File: src/hw/rtl/grc_pkg.sv
// Shared types for the reachability closure block: controller commands,
// datapath status, request kind codes and controller state codes.
// No dependencies.
`default_nettype none

package grc_pkg;

   localparam logic [1:0] KIND_EDGE  = 2'd0;
   localparam logic [1:0] KIND_BUILD = 2'd1;
   localparam logic [1:0] KIND_QUERY = 2'd2;

   typedef enum logic [10:0] {
      ST_IDLE  = 11'b000_0000_0001,
      ST_CLR   = 11'b000_0000_0010,
      ST_E_RD  = 11'b000_0000_0100,
      ST_E_ROW = 11'b000_0000_1000,
      ST_E_WR  = 11'b000_0001_0000,
      ST_P_RD  = 11'b000_0010_0000,
      ST_P_LAT = 11'b000_0100_0000,
      ST_I_RD  = 11'b000_1000_0000,
      ST_I_WR  = 11'b001_0000_0000,
      ST_Q_RD  = 11'b010_0000_0000,
      ST_RESP  = 11'b100_0000_0000
   } state_type;

   typedef struct packed {
      logic edge_push;   // store the request's edge
      logic build_start; // latch vertex count, reset loop counters
      logic clr_wr;      // write identity row at sweep index
      logic edge_rd;     // fetch next stored edge
      logic adj_rd;      // read row of fetched edge's start
      logic adj_wr;      // set edge end bit in that row
      logic piv_rd;      // read pivot row
      logic piv_lat;     // latch pivot row
      logic row_rd;      // read row at sweep index
      logic row_wr;      // merge pivot row into it
      logic query_rd;    // read row of query source
      logic resp_load;   // form the answer
   } cmd_type;

   typedef struct packed {
      logic idx_last;
      logic piv_last;
      logic edge_empty;
      logic edge_done;
   } status_type;

endpackage

`default_nettype wire

File: src/hw/rtl/grc_ctl.sv
// Controller state machine of the reachability closure block.
// Depends on grc_pkg; drives grc_dp through cmd_type, reads status_type.
`default_nettype none

module grc_ctl
   import grc_pkg::*;
(
   input  wire        clock,
   input  wire        reset,
   input  wire        req_tvalid,
   input  wire  [1:0] req_kind,
   input  wire        rsp_tready,
   input  status_type stat,
   output logic       req_tready,
   output logic       rsp_tvalid,
   output cmd_type    cmd
);

   state_type state_ff, state_in;
   logic      accept;

   assign req_tready = (state_ff == ST_IDLE);
   assign rsp_tvalid = (state_ff == ST_RESP);
   assign accept     = req_tvalid & req_tready;

   always_comb begin
      cmd      = '0;
      state_in = state_ff;
      unique case (state_ff)
         ST_IDLE: begin
            if (accept) begin
               unique case (req_kind)
                  KIND_EDGE:  cmd.edge_push = 1'b1;
                  KIND_BUILD: begin
                     cmd.build_start = 1'b1;
                     state_in        = ST_CLR;
                  end
                  KIND_QUERY: begin
                     cmd.query_rd = 1'b1;
                     state_in     = ST_Q_RD;
                  end
                  default: ;
               endcase
            end
         end
         ST_CLR: begin
            cmd.clr_wr = 1'b1;
            if (stat.idx_last)
               state_in = stat.edge_empty ? ST_P_RD : ST_E_RD;
         end
         ST_E_RD: begin
            cmd.edge_rd = 1'b1;
            state_in    = ST_E_ROW;
         end
         ST_E_ROW: begin
            cmd.adj_rd = 1'b1;
            state_in   = ST_E_WR;
         end
         ST_E_WR: begin
            cmd.adj_wr = 1'b1;
            state_in   = stat.edge_done ? ST_P_RD : ST_E_RD;
         end
         ST_P_RD: begin
            cmd.piv_rd = 1'b1;
            state_in   = ST_P_LAT;
         end
         ST_P_LAT: begin
            cmd.piv_lat = 1'b1;
            state_in    = ST_I_RD;
         end
         ST_I_RD: begin
            cmd.row_rd = 1'b1;
            state_in   = ST_I_WR;
         end
         ST_I_WR: begin
            cmd.row_wr = 1'b1;
            if (stat.idx_last)
               state_in = stat.piv_last ? ST_IDLE : ST_P_RD;
            else
               state_in = ST_I_RD;
         end
         ST_Q_RD: begin
            cmd.resp_load = 1'b1;
            state_in      = ST_RESP;
         end
         ST_RESP: begin
            if (rsp_tready) state_in = ST_IDLE;
         end
         default: state_in = ST_IDLE;
      endcase
   end

   always_ff @(posedge clock) begin
      if (reset) state_ff <= ST_IDLE;
      else       state_ff <= state_in;
   end

   // never takes a request while an answer is pending
   a_one_at_a_time: assert property (@(posedge clock) disable iff (reset)
      !(req_tready && rsp_tvalid)) else $error("request taken during response");

   // a query always leads to a response, through ST_Q_RD into ST_RESP
   a_query_resp: assert property (@(posedge clock) disable iff (reset)
      (accept && req_kind == KIND_QUERY) |=> ##1 rsp_tvalid)
      else $error("query without response");

   // exactly one state bit set
   a_state_onehot: assert property (@(posedge clock) disable iff (reset)
      $onehot(state_ff)) else $error("state not one-hot");

endmodule

`default_nettype wire

File: config.mk
export PLATFORM = sky130hd
export DESIGN_NAME = grc_ctl
export DESIGN_NICKNAME = d
export VERILOG_FILES = /design/src/hw/rtl/grc_pkg.sv /design/src/hw/rtl/grc_ctl.sv
export SDC_FILE = /design/constraint.sdc
export NUM_CORES = 1
export LEC_CHECK = 0
export BUFFER_PORTS_ARGS = -buffer_cell sky130_fd_sc_hd__clkbuf_2
export CORE_MARGIN = 5
export CORE_UTILIZATION = 40
export DETAILED_ROUTE_END_ITERATION = 16
export PLACE_DENSITY = 0.68
export SLEW_MARGIN = 10
export SYNTH_ARGS = -nofsm -noshare
export SYNTH_HDL_FRONTEND = slang
export SYNTH_SLANG_ARGS = --single-unit
File: constraint.sdc
create_clock -name clock -period 1.9 [get_ports clock]
set_input_delay 0.19 -clock clock [delete_from_list [all_inputs] [get_ports clock]]
set_output_delay 0.19 -clock clock [all_outputs]
set_load 0.02 [all_outputs]
==> impl_metrics.env, run 1 <==
export IMPL_postSynthAreaPerCell_sq_um=8.64
export IMPL_drt_iter0_drc=14
export IMPL_vias=835
export IMPL_finalCriticalPeriod_ns=2.04
export IMPL_grt_use_met2_pct=31.4
export IMPL_antenna_cells=0
export IMPL_synth_most_common_cell="nor2_1"
export IMPL_worst_pin_slew_ns=0.479
export IMPL_rsz0062_at_grt="true"
export IMPL_h_tree_depth=1
export IMPL_yosysUniqueCellTypes=33
export IMPL_synth_nets=93
export IMPL_rr_startpoint="state_ff[0]"
export IMPL_seq_area_frac_synth_pct=30.7
export IMPL_grt_overflow=0
export IMPL_cts_buffers=3
export IMPL_ys_warn_count=0
export IMPL_synthArstFlopShare_pct=0
export IMPL_final_cells=155
export IMPL_vdd_drop_max_uv=372
export IMPL_design_area_sq_um=1190
export IMPL_p_seq_share_pct=39.8
export IMPL_crit_required_ns=1.71
export IMPL_synth_largest_area_cell="dfxtp_1"
export IMPL_grt_pass1_vias=827
export IMPL_p_sw_share_pct=31.4
export IMPL_clkSlewWorstSetupHoldPaths_ns=0.08
export IMPL_cts_tree="done"
export IMPL_violations="negative setup slack"
export IMPL_crit_start="state_ff[0]"
export IMPL_routed_wirelength_um=2280
export IMPL_slew_headroom_pct=67.8
export IMPL_fmaxAchievable_mhz=489
export IMPL_ys_ff_latch=11
export IMPL_ios=24
export IMPL_finalSetupViolations=15
export IMPL_drv_cap=0
export IMPL_first_pass_iters=4
export IMPL_finalSetupTns_ns=-0.953
export IMPL_final_setup_skew_ns=0.00166
export IMPL_pre_cts_slack_ns=-0.00370
export IMPL_combPwrFrac_pct=32.3
export IMPL_dpl_cell_count=143
export IMPL_die_y_um=52.3
export IMPL_top_register="state_ff"
export IMPL_p_switching_mw=0.189
export IMPL_p_leak_nw=0.522
export IMPL_routabilityCongestion=0.841
export IMPL_rows=15
export IMPL_syn2layout_area_growth_pct=65.8
export IMPL_vias_per_cell=5.39
export IMPL_grt_max_degree=8
export IMPL_grt_busiest_layer="met2"
export IMPL_power_total_mw=0.603
export IMPL_synth_area_leaders="dfxtp_1 31%, nor4b_1 8.6%, nor2_1 7.9%, a2111oi_4 3.8%, xor2_1 3.7%"
export IMPL_powerDensity_nw_per_um2=507
export IMPL_finalNetCount=141
export IMPL_dp_hpwl_um=1690
export IMPL_die_area_sq_um=2740
export IMPL_synth_cells=83
export IMPL_setup_slack_ns=-0.144
export IMPL_worstSkewPairLatency_ns=0.27
export IMPL_largest_reg_flops=11
export IMPL_hp_start="req_kind[1]"
export IMPL_clock_path_buffers=2
export IMPL_cts_sinks=11
export IMPL_initial_core_util_pct=42.0
export IMPL_worstPathArrival_ns=1.85
export IMPL_internal_power_mw=0.413
export IMPL_track_usage_pct=17.4
export IMPL_startpoint_type="flop"
export IMPL_outcome="finished, violations left"
export IMPL_synth_area_sq_um=717
export IMPL_coreArea_sq_um=1710
export IMPL_grt_pass1_wl_um=3580
export IMPL_critPathKind="flop to primary output"
export IMPL_synthTopCellsByCount="15 x nor2_1, 11 x dfxtp_1, 7 x nor4b_1"
export IMPL_hold_violations=0
export IMPL_synthFlopType="dfxtp_1"
export IMPL_path_max_fanout=3
export IMPL_ant_nets=0
export IMPL_min_path_type="input pin to flop"
export IMPL_fin_hold_ws_ns=0.172
export IMPL_top_regs="state_ff: 11 flops"
export IMPL_crit_path_end_kind="primary output"
export IMPL_period_share_pct=108
export IMPL_synth_edff_count=0
export IMPL_clockRootBuffer="clkbuf_4"
export IMPL_final_util_pct=69.6
export IMPL_synth_top_area_share_pct=30.7
export IMPL_grt_util_met3_pct=3.13
export IMPL_wire_per_inst_um=14.7
export IMPL_drc=0
export IMPL_antenna_found_initial=0
export IMPL_placed_area_sq_um=958
export IMPL_use_met1_pct=20.5
export IMPL_portBuffers=23
export IMPL_drive_gt1_share_pct=53.1
export IMPL_slew_violations=0
export IMPL_pwr_share_clk_pct=27.9
export IMPL_die_x_um=52.3
[cell type report]
class | instances | area [sq um]
Multi-Input combinational cell | 68 | 586
Fill cell | 133 | 519
Timing Repair Buffer | 43 | 305
Sequential cell | 11 | 225
Tap cell | 25 | 31.3
Clock buffer | 4 | 26.3
Inverter | 4 | 15.0
[routing by layer]
layer	part of all wire, %	vias to the layer above
li1	-	415
met1	45	396
met2	50	20
met3	3.5	4
met4	1.1	0
met5	0	-
[worst max-delay path, cell delays in order (launching register included)]
cell and delay [ns]:
dfxtp_2 0.33, or4_4 0.54, or3_4 0.40, nor3b_2 0.16, buf_4 0.16
[worst paths after layout]
kind	endpoint	slack (ns)	depth (start not counted)
worst max-delay path	rsp_tvalid	-0.14	4
worst min-delay path	state_ff[9]	0.17	3
worst max register to register	state_ff[0]	-0.11	6
worst min register to register	state_ff[6]	0.62	3
[power groups by stage]
stage	clock, mW	sequential [mW]	combinational [mW]
floorplan	0	0.246	0.0909
global placement	0	0.243	0.145
detailed placement	0	0.244	0.149
CTS	0.166	0.239	0.181
global route	0.179	0.241	0.209
finish	0.168	0.240	0.194
[timing repair]
item / in CTS / in global routing
pin swaps: 9 / 4
gates resized for setup: 26 / 11
endpoints found under the setup margin: 12 / 22
hold buffers: 0 / 0
setup buffers: 5 / 3
[cell usage in the layout (no fill, tap or decap), drive strengths merged, types with 4 or more instances in the layout]
cell and instances:
buf 24, clkbuf 23, dfxtp 11, inv 4
nand2 5, nor2 15, nor4b 7
[kinds of logic (layout without fill, tap and decap cells)]
group	after synthesis	after routing	synth area share [%]
simple gates	52	52	45.6
compound gates	12	12	16.8
flops	11	11	30.7
xor+xnor	4	4	4.89
buf+inv	4	51	2.09
No activity file was read; power rests on OpenSTA's default activity.
==> run 2, diff against run 1 <==
Clock period 1.9 ns to 1.7 ns, I/O delays scaled along.
==> run 2 against run 1 <==
Against the previous run: the flow still finishes with violations (negative setup slack); global-route usage increased by 5.8 points; combinational power increased by 61%; design area up 30%; sequential share of layout area is 4.2 points lower; non-clock buffer count increased by 26; total power is 27% higher; cell count is 17% higher; sequential power is 12% higher; largest cell class unchanged; highest routed layer unchanged.
==> impl_metrics.env, run 2 (synthesis gave the netlist of run 1 again) <==
export IMPL_path_max_fanout=3
export IMPL_critPathKind="flop to primary output"
export IMPL_routabilityCongestion=0.854
export IMPL_ios=24
export IMPL_top_register="state_ff"
export IMPL_reg2reg_setup_slack_ns=-0.32
export IMPL_vdd_drop_max_uv=439
export IMPL_die_x_um=52.3
export IMPL_p_seq_share_pct=35.0
export IMPL_drive_gt1_share_pct=67.9
export IMPL_combPwrFrac_pct=40.9
export IMPL_finalSetupViolations=23
export IMPL_worst_pin_slew_ns=0.503
export IMPL_vias=991
export IMPL_final_cell_mix="43 x buf_4, 11 x nor2_1, 9 x clkbuf_2, 9 x buf_6, 6 x dfxtp_1"
export IMPL_top_regs="state_ff: 11 flops"
export IMPL_die_area_sq_um=2740
export IMPL_finalNetCount=167
export IMPL_cts_buffers=3
export IMPL_antenna_found_initial=0
export IMPL_fmaxAchievable_mhz=487
export IMPL_largest_reg_flops=11
export IMPL_outcome="finished, violations left"
export IMPL_crit_path_end_kind="primary output"
export IMPL_clockRootBuffer="clkbuf_4"
export IMPL_cpPeakStageDelay_ns=0.54
export IMPL_wire_per_inst_um=17.9
export IMPL_first_pass_iters=4
export IMPL_routed_wirelength_um=3240
export IMPL_fill_cells=74
export IMPL_period_share_pct=121
export IMPL_cp_slowest_cell="or4_4"
export IMPL_regArea_sq_um=229
export IMPL_hold_depth=3
export IMPL_violations="negative setup slack"
export IMPL_hold_violations=0
export IMPL_p_sw_share_pct=31.3
export IMPL_syn2layout_area_growth_pct=116
export IMPL_cts_tree="done"
export IMPL_vias_per_cell=5.48
export IMPL_setup_slack_ns=-0.353
export IMPL_pwr_share_clk_pct=24.2
export IMPL_grt_pass1_vias=1053
export IMPL_initial_core_util_pct=42.0
export IMPL_drv_cap=0
export IMPL_slew_headroom_pct=66.0
export IMPL_grt_overflow=0
export IMPL_die_y_um=52.3
export IMPL_crit_required_ns=1.53
export IMPL_grt_pass1_wl_um=4660
export IMPL_coreArea_sq_um=1710
export IMPL_hold_buffers=0
export IMPL_rsz0062_at_grt="true"
export IMPL_min_path_type="input pin to flop"
export IMPL_internal_power_mw=0.526
export IMPL_startpoint_type="flop"
export IMPL_cts_sinks=11
export IMPL_final_util_pct=90.7
export IMPL_slew_violations=0
export IMPL_clkSlewWorstSetupHoldPaths_ns=0.08
export IMPL_rr_worst_depth=6
export IMPL_antenna_cells=0
export IMPL_drc=0
export IMPL_p_switching_mw=0.239
export IMPL_worstPathCellList="or4_4, or3_4, nor3b_2, buf_4"
export IMPL_h_tree_depth=1
export IMPL_dp_hpwl_um=1830
export IMPL_clock_path_buffers=2
export IMPL_track_usage_pct=23.2
export IMPL_worstPathArrival_ns=1.88
export IMPL_final_setup_skew_ns=0.00639
export IMPL_final_common_cell="buf_4"
export IMPL_finalCriticalPeriod_ns=2.05
export IMPL_worstSkewPairLatency_ns=0.27
export IMPL_power_total_mw=0.766
export IMPL_ant_nets=0
export IMPL_portBuffers=23
export IMPL_multiInputGateArea_sq_um=662
export IMPL_grt_max_degree=8
export IMPL_powerDensity_nw_per_um2=494
export IMPL_p_leak_nw=0.689
export IMPL_drt_iter0_drc=22
export IMPL_rows=15
## run 2: worst paths after layout
check	start	endpoint
worst min-delay path	req_kind[1]	state_ff[9]
worst min register to register	state_ff[4]	state_ff[6]
worst max register to register	state_ff[1]	state_ff[0]
worst max-delay path	state_ff[1]	rsp_tvalid
## run 2: layout make-up
type	instances	share of cell area, %
clock buffer	4	1.70
inverter	4	1.13
multi-input combinational	68	42.7
sequential	11	14.8
tap	25	2.02
timing repair buffer	69	37.6
## run 2: repair_timing
item,CTS,global route
pin swaps,12,13
setup endpoints to repair,23,25
hold endpoints to repair,0,0
gates resized for setup,46,24
buffers inserted,11,9
## run 2: through the flow
| step | setup WS (ns) | hold WS, ns | instances | TNS [ns] | cell area, sq um |
|---|---|---|---|---|---|
| after floorplan | -0.103 | 0.247 | 83 | -0.581 | 768 |
| after global placement | -0.121 | 0.449 | 159 | -0.878 | 1120 |
| after detailed placement | -0.145 | 0.449 | 159 | -1.04 | 1120 |
| after CTS | -0.339 | 0.163 | 174 | -4.73 | 1430 |
| after global routing | -0.395 | 0.178 | 181 | -6.91 | 1550 |
| final | -0.353 | 0.144 | 181 | -5.76 | 1550 |
## run 2: power groups by stage
stage                     registers [mW]  logic, mW  clock network, mW
after global placement             0.273      0.201                  0
final                              0.268      0.313              0.185
after global routing               0.268      0.333              0.201
after floorplan                    0.275      0.115                  0
after CTS                          0.267      0.272              0.181
after detailed placement           0.273      0.206                  0
## run 2: metal layers
metal	wire, um	part of all wire, %	GRT usage [%]	up-vias
met4	107	3.3	14.0	0
met2	1670	52	44.6	48
met5	0	0	0	-
met3	159	4.9	4.56	12
met1	1300	40	21.9	469
li1	-	-	-	462
## run 2: worst max-delay path: cells and delay by family (launching register included)
family / cells / cell delay [ns]
AND/OR/NAND/NOR: 3 / 1.12
flip-flops: 1 / 0.33
buffers and inverters: 1 / 0.16
==> run 3, diff against run 2 <==
Settings changed: SKIP_CTS_REPAIR_TIMING set to 1.
==> run 3 against run 2 <==
Against the previous run: design area fell by 9.9%; non-clock buffer count decreased by 8; largest cell class unchanged; the run still ends with negative setup slack left; highest routed layer unchanged; total power fell by 8.3%; wire length is 15% lower.
==> impl_metrics.env, run 3 (synthesis gave the netlist of run 1 again) <==
export IMPL_clock_path_buffers=2
export IMPL_setup_slack_ns=-0.383
export IMPL_cpPeakStageDelay_ns=0.56
export IMPL_reg2reg_setup_slack_ns=-0.36
export IMPL_critPathKind="flop to primary output"
export IMPL_vias=940
export IMPL_path_delay_family="simple AND/OR/NAND/NOR gates"
export IMPL_finalSetupTns_ns=-5.70
export IMPL_dp_hpwl_um=1830
export IMPL_slew_violations=0
export IMPL_hold_depth=3
export IMPL_crit_start="state_ff[1]"
export IMPL_p_leak_nw=0.625
export IMPL_rr_worst_depth=6
export IMPL_fin_hold_ws_ns=0.155
export IMPL_antenna_cells=0
export IMPL_clkSlewWorstSetupHoldPaths_ns=0.07
export IMPL_outcome="finished, violations left"
export IMPL_ios=24
export IMPL_slew_headroom_pct=72.2
export IMPL_top_regs="state_ff: 11 flops"
export IMPL_rr_startpoint="state_ff[1]"
export IMPL_cts_tree="done"
export IMPL_crit_required_ns=1.53
export IMPL_wire_per_inst_um=15.9
export IMPL_grt_pass1_wl_um=3590
export IMPL_hold_violations=0
export IMPL_vdd_drop_max_uv=400
export IMPL_die_area_sq_um=2740
export IMPL_finalNetCount=159
export IMPL_clockRootBuffer="clkbuf_4"
export IMPL_portBuffers=23
export IMPL_min_to="state_ff[9]"
export IMPL_violations="negative setup slack"
export IMPL_syn2layout_area_growth_pct=94.6
export IMPL_first_pass_iters=4
export IMPL_rows=15
export IMPL_worst_pin_slew_ns=0.417
export IMPL_grt_max_degree=8
export IMPL_track_usage_pct=17.4
export IMPL_finalSetupViolations=23
export IMPL_worstPathCellList="or4_4, or3_4, nor3b_2, buf_4"
export IMPL_period_share_pct=123
export IMPL_powerDensity_nw_per_um2=503
export IMPL_die_y_um=52.3
export IMPL_cts_sinks=11
export IMPL_hp_start="req_kind[1]"
export IMPL_coreArea_sq_um=1710
export IMPL_initial_core_util_pct=42.0
export IMPL_grt_overflow=0
export IMPL_die_x_um=52.3
export IMPL_crit_path_end_kind="primary output"
export IMPL_worstSkewPairLatency_ns=0.28
export IMPL_antenna_found_initial=0
export IMPL_h_tree_depth=1
export IMPL_critical_path_buf_inv_count=1
export IMPL_final_setup_skew_ns=0.00246
export IMPL_drive_gt1_share_pct=65.5
export IMPL_routed_wirelength_um=2750
export IMPL_fmaxAchievable_mhz=480
export IMPL_worstPathArrival_ns=1.91
export IMPL_finalCriticalPeriod_ns=2.08
export IMPL_cts_buffers=3
export IMPL_final_common_cell="buf_4"
export IMPL_startpoint_type="flop"
export IMPL_routabilityCongestion=0.854
export IMPL_grt_pass1_vias=847
export IMPL_rsz0062_at_grt="true"
export IMPL_drc=0
export IMPL_ant_nets=0
export IMPL_cp_slowest_cell="or4_4"
export IMPL_path_max_fanout=4
export IMPL_top_register="state_ff"
export IMPL_final_cell_mix="39 x buf_4, 13 x clkbuf_2, 12 x nor2_1, 9 x buf_6"
export IMPL_r2r_end="state_ff[0]"
export IMPL_min_path_type="input pin to flop"
export IMPL_drt_iter0_drc=14
export IMPL_vias_per_cell=5.43
export IMPL_drv_cap=0
export IMPL_largest_reg_flops=11
-- run 3: tightest hold or removal path, delay by kind of cell --
family        cells  cell delay, ns
buf+inv           1            0.11
simple gates      2            0.11
-- run 3: how the worst max path moves through the flow --
stage / end / slack (ns) / cells after the start
floorplan: state_ff[0] / -0.10 / 5
global placement: state_ff[5] / -0.12 / 4
detailed placement: state_ff[0] / -0.14 / 5
CTS: rsp_tvalid / -0.39 / 4
global route: rsp_tvalid / -0.47 / 4
finish: rsp_tvalid / -0.38 / 4
-- run 3: area by class of cell --
cell class | instances | area (sq um)
clock buffers | 4 | 26.3
flip-flops and latches | 11 | 230
well taps | 25 | 31.3
repair buffers | 61 | 459
fillers | 103 | 313
inverters | 4 | 17.5
multi-input cells | 68 | 631
-- run 3: layer usage --
layer  global-route usage, %  part of all wire, %
met4                    7.23                  2.9
met1                    19.6                   42
met5                       0                    0
met2                    31.8                   49
met3                    2.85                  5.8
-- run 3: report_power, final --
group / internal, mW / total, mW / leakage [nW] / switching [mW]
Clock: 0.0913 / 0.189 / 0.0150 / 0.0977
Sequential: 0.262 / 0.268 / 0.0914 / 0.00566
Combinational: 0.127 / 0.245 / 0.519 / 0.118
-- run 3: through the flow --
stage	util [%]	std cells	setup WS (ns)	instance area [sq um]	power, mW
after floorplan	-	83	-0.103	768	0.390
after global placement	65.9	159	-0.121	1120	0.474
after detailed placement	65.9	159	-0.145	1120	0.479
after CTS	67.4	163	-0.390	1150	0.655
after global routing	81.7	173	-0.465	1400	0.738
final	81.7	173	-0.383	1400	0.702
